==> src/hw/rtl/mi3_pkg.sv <==
// shared constants for the 3x3 fixed-point matrix inverse
// cofactor index tables, field widths and default sizes; no dependencies

package mi3_pkg;

  localparam int unsigned FIELD_W        = 32;
  localparam int unsigned DATA_WIDTH_DEF = 32;
  localparam int unsigned FRAC_BITS_DEF  = 16;
  localparam int unsigned N_ELEM         = 9;
  localparam int unsigned N_DET          = 3;
  // register stages in the cofactor / determinant front end
  localparam int unsigned FRONT_ST       = 7;

  typedef logic [3:0] idx_t;

  // adjugate entry k = m[a]*m[b] - m[c]*m[d], row-major element indices
  localparam idx_t COF_IDX [N_ELEM][4] = '{
    '{4'd4, 4'd8, 4'd5, 4'd7},
    '{4'd2, 4'd7, 4'd1, 4'd8},
    '{4'd1, 4'd5, 4'd2, 4'd4},
    '{4'd5, 4'd6, 4'd3, 4'd8},
    '{4'd0, 4'd8, 4'd2, 4'd6},
    '{4'd2, 4'd3, 4'd0, 4'd5},
    '{4'd3, 4'd7, 4'd4, 4'd6},
    '{4'd1, 4'd6, 4'd0, 4'd7},
    '{4'd0, 4'd4, 4'd1, 4'd3}
  };

  // determinant expands along row 0 using adjugate column 0
  localparam idx_t DET_IDX [N_DET] = '{4'd0, 4'd3, 4'd6};

endpackage

==> src/hw/rtl/mi3_merge.sv <==
// merging stage: gathers the nine lanes, applies the singular case and
// combines saturation flags into the output register; depends on mi3_pkg

module mi3_merge #(
  parameter int unsigned DATA_WIDTH = mi3_pkg::DATA_WIDTH_DEF
) (
  input  logic                          clk_i,
  input  logic                          en_i,
  input  logic [DATA_WIDTH-1:0]         val_i [mi3_pkg::N_ELEM],
  input  logic [mi3_pkg::N_ELEM-1:0]    sat_i,
  input  logic                          sing_i,
  output logic [mi3_pkg::FIELD_W-1:0]   inv_o [mi3_pkg::N_ELEM],
  output logic                          singular_o,
  output logic                          saturated_o
);
  import mi3_pkg::*;

  logic [FIELD_W-1:0] inv_q [N_ELEM];
  logic               singular_q;
  logic               saturated_q;

  always_ff @(posedge clk_i) begin
    if (en_i) begin
      for (int k = 0; k < N_ELEM; k++) begin
        inv_q[k] <= sing_i ? '0 : FIELD_W'($signed(val_i[k]));
      end
      singular_q  <= sing_i;
      saturated_q <= !sing_i && (|sat_i);
    end
  end

  assign inv_o       = inv_q;
  assign singular_o  = singular_q;
  assign saturated_o = saturated_q;

endmodule

==> config.mk <==
export PLATFORM = sky130hd
export DESIGN_NAME = mi3_merge
export DESIGN_NICKNAME = d
export VERILOG_FILES = /design/src/hw/rtl/mi3_pkg.sv /design/src/hw/rtl/mi3_merge.sv
export SDC_FILE = /design/constraint.sdc
export NUM_CORES = 1
export LEC_CHECK = 0
export BUFFER_PORTS_ARGS = -buffer_cell sky130_fd_sc_hd__buf_2
export CAP_MARGIN = 20
export CORE_AREA = 2 2 230 232
export CTS_CLUSTER_SIZE = 10
export DETAILED_ROUTE_END_ITERATION = 8
export DIE_AREA = 0 0 232 234
export PLACE_DENSITY = 0.47
export SYNTH_ARGS = -nofsm -noshare
export SYNTH_HDL_FRONTEND = slang
export SYNTH_SLANG_ARGS = --single-unit
export TNS_END_PERCENT = 10
==> constraint.sdc <==
create_clock -name clk_i -period 1.18 [get_ports clk_i]
set_clock_uncertainty 0.2 [all_clocks]
set_input_delay 0.236 -clock clk_i [delete_from_list [all_inputs] [get_ports clk_i]]
set_output_delay 0.236 -clock clk_i [all_outputs]
set_load 0.02 [all_outputs]
==> flow_metrics.tcl, run 1 <==
set metrics [dict create \
    synth_seq_area_share 0.815 \
    synth_top_family_by_area "simple AND/OR/NAND/NOR gates" \
    ys.flop_type "edfxtp_1" \
    layout-drive-gt1-share 0.437 \
    dp_hpwl_um 25100 \
    cts_made_buffers 36 \
    min_period_ns 1.61 \
    grt_use_total 0.120 \
    layout.nets 1861 \
    placed_cell_area_um2 15000 \
    vias_per_cell 3.74 \
    drtIter0Drc 219 \
    synth_compound_area_frac 0.000585 \
    grt_max_degree 34 \
    p_leak_uw 0.00797 \
    drt_wl_total_um 34700 \
    ys_ff_latch 290 \
    worst_path_dominant_cell_family "flip-flops" \
    io_buffers 589 \
    coreArea_um2 52000 \
    violations "hold timing, setup timing" \
    path_class "reg2out" \
    synth_area_per_cell_um2 17.4 \
    synth_warnings 0 \
    setup-violations-final 290 \
    vias 8461 \
    grt_pass1_vias 8997 \
    end_kind "primary output" \
    wl_per_cell_um 15.3 \
    start_util 0.205 \
    die_w_um 232 \
    synthSimpleGateAreaFrac 0.170 \
    cap_violations 0 \
    post-route-period-util 1.37 \
    first_pass_iters 6 \
    antenna_found_initial 2 \
    synth_edf_count 290 \
    root_buffer "clkbuf_16" \
    synth.distinct_cells 9 \
    crit_chain "buf_6" \
    synth_xor_area_frac 0 \
    worstMarginPinSlew_ns 0.299 \
    hold_viol 1 \
    syn_area_um2 10700 \
    crit_required_ns 0.74 \
    rows 84 \
    setup_ws_ns -0.432 \
    ios 590 \
    drc_errors 0 \
    fin_worst_hold_slack_ns -0.0402 \
    netlist_top_cells_area "edfxtp_1 81%, nor2b_1 17%, buf_2 1.0%" \
    clockBufferDepth 3 \
    synth_fa_ha_area_frac 0 \
    worstPathMaxFanout 1 \
    syn-num-nets 914 \
    ant_nets 0 \
    synthToLayoutAreaGrowth_pct 81.2 \
    status "complete, but fails checks" \
    crit_buf_inv 1 \
    hp-class "in2reg" \
    synth_commonest_cells "290 x edfxtp_1, 288 x nor2b_1, 22 x buf_2, 8 x clkbuf_1, 2 x buf_4" \
    die_area_um2 54300 \
    synth_mux_area_frac 0 \
    ir_drop_uv 1270 \
    synthCells 614 \
    cts_tree "done" \
    htree_levels 2 \
    rsz0062_at_grt "true" \
    p_per_area_nw_per_um2 1370 \
    slowest_delay_ns 0.47 \
    final_cell_area_um2 19400 \
    cp_slowest_cell "edfxtp_1" \
    yosysTopAreaCell "edfxtp_1" \
    max_freq_ghz 0.620 \
    clk_pin_slew_ns 0.06 \
    relSlewSlack 0.801 \
    clock_sinks 290 \
    setup_tns_ns -87.37 \
    post-cts-setup-buffers 0 \
    grt_overflow_total 0 \
    yosysMostFrequentCell "edfxtp_1" \
    synth_top_area_share 0.815 \
    routabilityCongestion 0.754 \
    fp.dieH_um 234 \
    grt_pass1_wl_um 49600 \
    startpoint_type "flip-flop" \
    async_flop_share 0 \
    worstPathArrival_ns 1.18 \
    cts_hold_repair.buffers 295 \
    finalMaxSlewViolations 0 \
]
layout by cell type, fill, tap and decap left out:
master and instances:
clkinv_2 2, nor3_1 1, dlygate4sd3_1 293, buf_6 66, clkinv_1 3, clkbuf_16 37, buf_8 2, nor2_1 1
buf_2 522, buf_12 16, dlymetal6s4s_1 2, clkbuf_1 8, buf_4 40, nor2b_1 288, edfxtp_1 290, nor4_4 1
diode_2 2, a31oi_2 1
sequential cells by signal, summed over array words and instances, names as in the netlist:
signal and count:
inv_o 288, saturated_o 1, singular_o 1
cell type report:
type,instances,area (um^2)
clock inverter,5,21.3
timing repair buffer,941,6960
tap,688,861
fill,5002,32700
antenna,2,5.00
clock buffer,45,956
sequential,290,8710
multi-input combinational,292,1840
final timing paths:
path	startpoint	to	slack, ns	cells after the start
setup / recovery	inv_o[283]	inv_o[283]	-0.43	1
hold / removal	sat_i[6]	saturated_o	-0.04	3
timing repair:
item | 4_1_cts | 5_1_grt
resized for setup | 72 | 67
endpoints found under the hold margin | 291 | 1
endpoints found under the setup margin | 290 | 442
pin swaps | 0 | 0
cell families (layout without fill, tap and decap cells):
kind of cell    count (synthesis)  in the layout
buf+inv                        32            991
flops                         290            290
compound gates                  1              1
other cells                     0              2
simple gates                  291            291
report_power, final:
part           internal (uW)  total [uW]  switching, uW
clock                   5620        9560           3940
combinational           2150        4380           2240
sequential             12300       12500            248
per-layer routing:
metal / track usage / wire [um]
met1: 0.129 / 12900
met2: 0.216 / 17800
met3: 0.0410 / 2950
met4: 0.0489 / 1020
met5: 0 / 0
metrics by stage:
| stage | total power (uW) | instances | setup WS, ns | util | hold slack (ns) |
|---|---|---|---|---|---|
| after CTS | 26800 | 2261 | -0.504 | 0.368 | -0.0647 |
| after detailed placement | 16100 | 1916 | -0.0974 | 0.288 | 0.331 |
| after global routing | 27600 | 2263 | -0.508 | 0.372 | -0.0521 |
| final | 26500 | 2263 | -0.432 | 0.372 | -0.0402 |
| after global placement | 16100 | 1916 | -0.0604 | 0.288 | 0.323 |
| after floorplan | 14200 | 614 | -0.0233 | - | 0.135 |
Note: power is estimated with default switching activity, not from simulation.
==> run 2: changes to the inputs <==
==> config.mk (replaced) <==
export PLATFORM = sky130hd
export DESIGN_NAME = mi3_merge
export DESIGN_NICKNAME = d
export VERILOG_FILES = /design/src/hw/rtl/mi3_pkg.sv /design/src/hw/rtl/mi3_merge.sv
export SDC_FILE = /design/constraint.sdc
export NUM_CORES = 1
export LEC_CHECK = 0
export BUFFER_PORTS_ARGS = -buffer_cell sky130_fd_sc_hd__buf_4
export CAP_MARGIN = 20
export CORE_AREA = 2 2 229 231
export CTS_CLUSTER_SIZE = 10
export DETAILED_ROUTE_END_ITERATION = 8
export DIE_AREA = 0 0 231 233
export PLACE_DENSITY = 0.46
export SYNTH_ARGS = -nofsm -noshare
export SYNTH_HDL_FRONTEND = slang
export SYNTH_SLANG_ARGS = --single-unit
export TNS_END_PERCENT = 10
==> constraint.sdc (replaced) <==
create_clock -name clk_i -period 2 [get_ports clk_i]
set_clock_uncertainty 0.2 [all_clocks]
set_input_delay 0.4 -clock clk_i [delete_from_list [all_inputs] [get_ports clk_i]]
set_output_delay 0.4 -clock clk_i [all_outputs]
set_load 0.02 [all_outputs]
==> run 2 against run 1 <==
The flow now finishes without violations; combinational power down 36%; sequential cell count unchanged; sequential power down 41%.
==> flow_metrics.tcl, run 2 (same netlist as run 1, synthesis figures left out) <==
set metrics [dict create \
    grt_pass1_vias 8794 \
    io_buffers 589 \
    clk_pin_slew_ns 0.06 \
    synthToLayoutAreaGrowth_pct 86.8 \
    p_leak_uw 0.00811 \
    grt_overflow_total 0 \
    grt_pass1_wl_um 51300 \
    setup-violations-final 0 \
    placed_cell_area_um2 16200 \
    coreArea_um2 51100 \
    status "completed" \
    final_cells 2212 \
    first_pass_iters 4 \
    final_cell_area_um2 20000 \
    post-cts-setup-buffers 0 \
    hold_viol 0 \
    multi_input_area_um2 1820 \
    routabilityCongestion 0.770 \
    fill_cells 4899 \
    clock_sinks 290 \
    slowest_delay_ns 0.43 \
    htree_levels 2 \
    post-route-period-util 0.869 \
    ios 590 \
    vias 8219 \
    largest_reg_flops 288 \
    crit_buf_inv 1 \
    drtIter0Drc 305 \
    cts_made_buffers 36 \
    cts_tree "done" \
    die_area_um2 53800 \
    path_class "reg2out" \
    worstPathArrival_ns 1.14 \
    antenna_found_initial 5 \
    grt-busiest-layer "met2" \
    cp_slowest_cell "edfxtp_1" \
    p_per_area_nw_per_um2 800 \
    hp-class "in2reg" \
    rsz0062_at_grt "false" \
    final_common_cell "buf_4" \
    start_util 0.209 \
    dp_slack_ns 0.381 \
    startpoint_type "flip-flop" \
    root_buffer "clkbuf_16" \
    drc_errors 0 \
    die_w_um 231 \
    max_freq_ghz 0.575 \
    worstMarginPinSlew_ns 0.370 \
    setup_ws_ns 0.261 \
    rows 83 \
    ir_drop_uv 550 \
    min_period_ns 1.74 \
    fin_worst_hold_slack_ns 0.0410 \
    vias_per_cell 3.72 \
    setup_tns_ns 0 \
    use_met3 0.0439 \
    finalMaxSlewViolations 0 \
    register_area_um2 8710 \
    end_kind "primary output" \
    grt_use_total 0.125 \
    fp.dieH_um 233 \
    final_cell_mix "610 x buf_4, 290 x edfxtp_1, 288 x nor2b_1, 281 x dlygate4sd3_1, 37 x clkbuf_16" \
    crit_chain "buf_4" \
    clockBufferDepth 3 \
    relSlewSlack 0.753 \
    worstPathMaxFanout 1 \
    gr-usage-met1 0.144 \
    crit_required_ns 1.40 \
    grtUsageMet2 0.219 \
    dp_cells 1882 \
    grt_max_degree 64 \
    dp_hpwl_um 26000 \
    layout.nets 1821 \
    drt_wl_total_um 35600 \
    worst_path_dominant_cell_family "flip-flops" \
    wl_per_cell_um 16.1 \
    cap_violations 0 \
    ant_nets 0 \
    layout-drive-gt1-share 0.431 \
]
==> run 2: changes by cell type in the layout (fill, tap and decap cells not counted), sizes merged <==
cell          change
clkinvlp          +1
clkinv            -4
diode             -1
dlygate4sd3      -12
buf              -26
dlymetal6s4s      -2
bufinv            +1
==> run 2: layer usage <==
metal | routed length (um) | vias up
met1 | 13800 | 3869
met2 | 18000 | 342
met4 | 725 | 6
met3 | 3030 | 51
met5 | 35 | -
li1 | - | 3951
==> run 2: layout make-up <==
type                    instances  area share
well taps                     680      0.0426
repair buffers                901       0.380
flip-flops and latches        290       0.436
clock buffers                  45      0.0479
multi-input cells             292      0.0913
diodes                          1    0.000125
clock inverters                 3     0.00213
==> run 2: worst paths after layout <==
check	from	end	cells past startpoint
setup / recovery	inv_o[173]	inv_o[173]	1
hold / removal	val_i[10]	inv_o[10]	2
==> run 2: per-stage QoR <==
stage | util | total power, uW
5_1_grt | 0.391 | 16600
3_5_place_dp | 0.316 | 9870
4_1_cts | 0.391 | 16300
6_report | 0.391 | 16000
2_1_floorplan | - | 8390
3_3_place_gp | 0.316 | 9860
==> run 2: where the power goes <==
part,leakage [uW],switching (uW),total (uW),internal (uW)
sequential,0.00280,142,7370,7230
combinational,0.00483,1320,2800,1480
clock,0.000484,2340,5790,3440
total,0.00811,3810,16000,12200
==> run 2: what timing repair did <==
item | CTS | global route
gates resized for setup | 0 | 0
hold buffers | 281 | 0
endpoints found under the hold margin | 285 | 0
==> run 3: changes to the inputs <==
==> config.mk (replaced) <==
export PLATFORM = sky130hd
export DESIGN_NAME = mi3_merge
export DESIGN_NICKNAME = d
export VERILOG_FILES = /design/src/hw/rtl/mi3_pkg.sv /design/src/hw/rtl/mi3_merge.sv
export SDC_FILE = /design/constraint.sdc
export NUM_CORES = 1
export LEC_CHECK = 0
export CAP_MARGIN = 20
export CORE_AREA = 2 2 231 233
export CTS_CLUSTER_SIZE = 10
export DETAILED_ROUTE_END_ITERATION = 8
export DIE_AREA = 0 0 233 235
export DONT_BUFFER_PORTS = 1
export PLACE_DENSITY = 0.35
export SYNTH_ARGS = -nofsm -noshare
export SYNTH_HDL_FRONTEND = slang
export SYNTH_SLANG_ARGS = --single-unit
export TNS_END_PERCENT = 10
==> run 3 against run 2 <==
The run now fails in clock tree synthesis; area after synthesis unchanged; synthesized cell count unchanged.
==> flow_metrics.tcl, run 3 <==
set metrics [dict create \
    syn_area_um2 10700 \
    root_buffer "clkbuf_16" \
    ys_ff_latch 290 \
    syn-num-nets 914 \
    synth_area_per_cell_um2 17.4 \
    synthCells 614 \
    post-cts-setup-buffers 0 \
    synth.distinct_cells 9 \
    async_flop_share 0 \
    ys.flop_type "edfxtp_1" \
    htree_levels 2 \
    rows 84 \
    cts_hold_repair.buffers 265 \
    routabilityCongestion 0.868 \
    netlist_top_cells_area "edfxtp_1 81%, nor2b_1 17%, buf_2 1.0%" \
    clock_sinks 290 \
    synth_top_area_share 0.815 \
    synth_edf_count 290 \
    lastStage "clock tree synthesis" \
    synth_seq_area_share 0.815 \
    placed_cell_area_um2 11400 \
    start_util 0.205 \
    fp.dieH_um 235 \
    cts_resized 0 \
    synth_commonest_cells "290 x edfxtp_1, 288 x nor2b_1, 22 x buf_2, 8 x clkbuf_1, 2 x buf_4" \
    die_w_um 233 \
    synth_warnings 0 \
    yosysTopAreaCell "edfxtp_1" \
    io_buffers 0 \
    ios 590 \
    cts_made_buffers 36 \
    clockBufferDepth 3 \
    yosysMostFrequentCell "edfxtp_1" \
    firstError "[ERROR RSZ-0060] Max buffer count reached." \
    status "stopped before the end" \
]
run 3: kinds of logic after synthesis:
logic type,synth area share
simple gates,0.170
flops,0.815
buf+inv,0.0145
compound gates,0.000586
run 3: stage by stage:
| step | setup slack [ns] | instances | hold slack (ns) |
|---|---|---|---|
| after detailed placement | 0.685 | 1273 | 0.321 |
| after global placement | 0.621 | 1273 | 0.336 |
| after floorplan | 0.551 | 614 | 0.299 |
==> run 4: changes to the inputs <==
--- a/config.mk
+++ b/config.mk
@@ -6,12 +6,11 @@
 export NUM_CORES = 1
 export LEC_CHECK = 0
 export CAP_MARGIN = 20
-export CORE_AREA = 2 2 231 233
-export CTS_CLUSTER_SIZE = 10
+export CORE_AREA = 2 2 230 232
 export DETAILED_ROUTE_END_ITERATION = 8
-export DIE_AREA = 0 0 233 235
+export DIE_AREA = 0 0 232 234
 export DONT_BUFFER_PORTS = 1
-export PLACE_DENSITY = 0.35
+export PLACE_DENSITY_LB_ADDON = 0.15
 export SYNTH_ARGS = -nofsm -noshare
 export SYNTH_HDL_FRONTEND = slang
 export SYNTH_SLANG_ARGS = --single-unit
==> run 4 against run 3 <==
The flow again stops in clock tree synthesis; area after synthesis stayed put; synthesized cell count stayed put.
==> flow_metrics.tcl, run 4 <==
set metrics [dict create \
    cts_made_buffers 31 \
    async_flop_share 0 \
    synthCells 614 \
    synth_edf_count 290 \
    start_util 0.205 \
    synth_top_area_share 0.815 \
    firstError "[ERROR RSZ-0060] Max buffer count reached." \
    synth.distinct_cells 9 \
    ys_ff_latch 290 \
    cts_hold_repair.buffers 267 \
    post-cts-setup-buffers 0 \
    root_buffer "clkbuf_16" \
    yosysTopAreaCell "edfxtp_1" \
    synth_warnings 0 \
    yosysMostFrequentCell "edfxtp_1" \
    synth_seq_area_share 0.815 \
    die_w_um 232 \
    fp.dieH_um 234 \
    syn_area_um2 10700 \
    routabilityCongestion 0.820 \
    htree_levels 1 \
    ios 590 \
    synth_commonest_cells "290 x edfxtp_1, 288 x nor2b_1, 22 x buf_2, 8 x clkbuf_1, 2 x buf_4" \
    ys.flop_type "edfxtp_1" \
    clockBufferDepth 3 \
    cts_resized 0 \
    rows 84 \
    status "stopped before the end" \
    clock_sinks 290 \
    io_buffers 0 \
    lastStage "clock tree synthesis" \
    synth_area_per_cell_um2 17.4 \
    netlist_top_cells_area "edfxtp_1 81%, nor2b_1 17%, buf_2 1.0%" \
    syn-num-nets 914 \
]
## run 4: cell counts after synthesis
No cell type changed its count.
## run 4: cells by family after synthesis
group	Yosys count	share of synthesized area
flip-flops	290	0.815
AND/OR/NAND/NOR	291	0.170
AO/OA/AOI/OAI	1	0.000586
buffers and inverters	32	0.0145
## run 4: stage by stage
stage,setup WS [ns],util,area (um^2),hold slack (ns),instances
after detailed placement,0.718,0.219,11400,0.317,1272
after global placement,0.717,0.219,11400,0.319,1272
after floorplan,0.551,-,10700,0.299,614
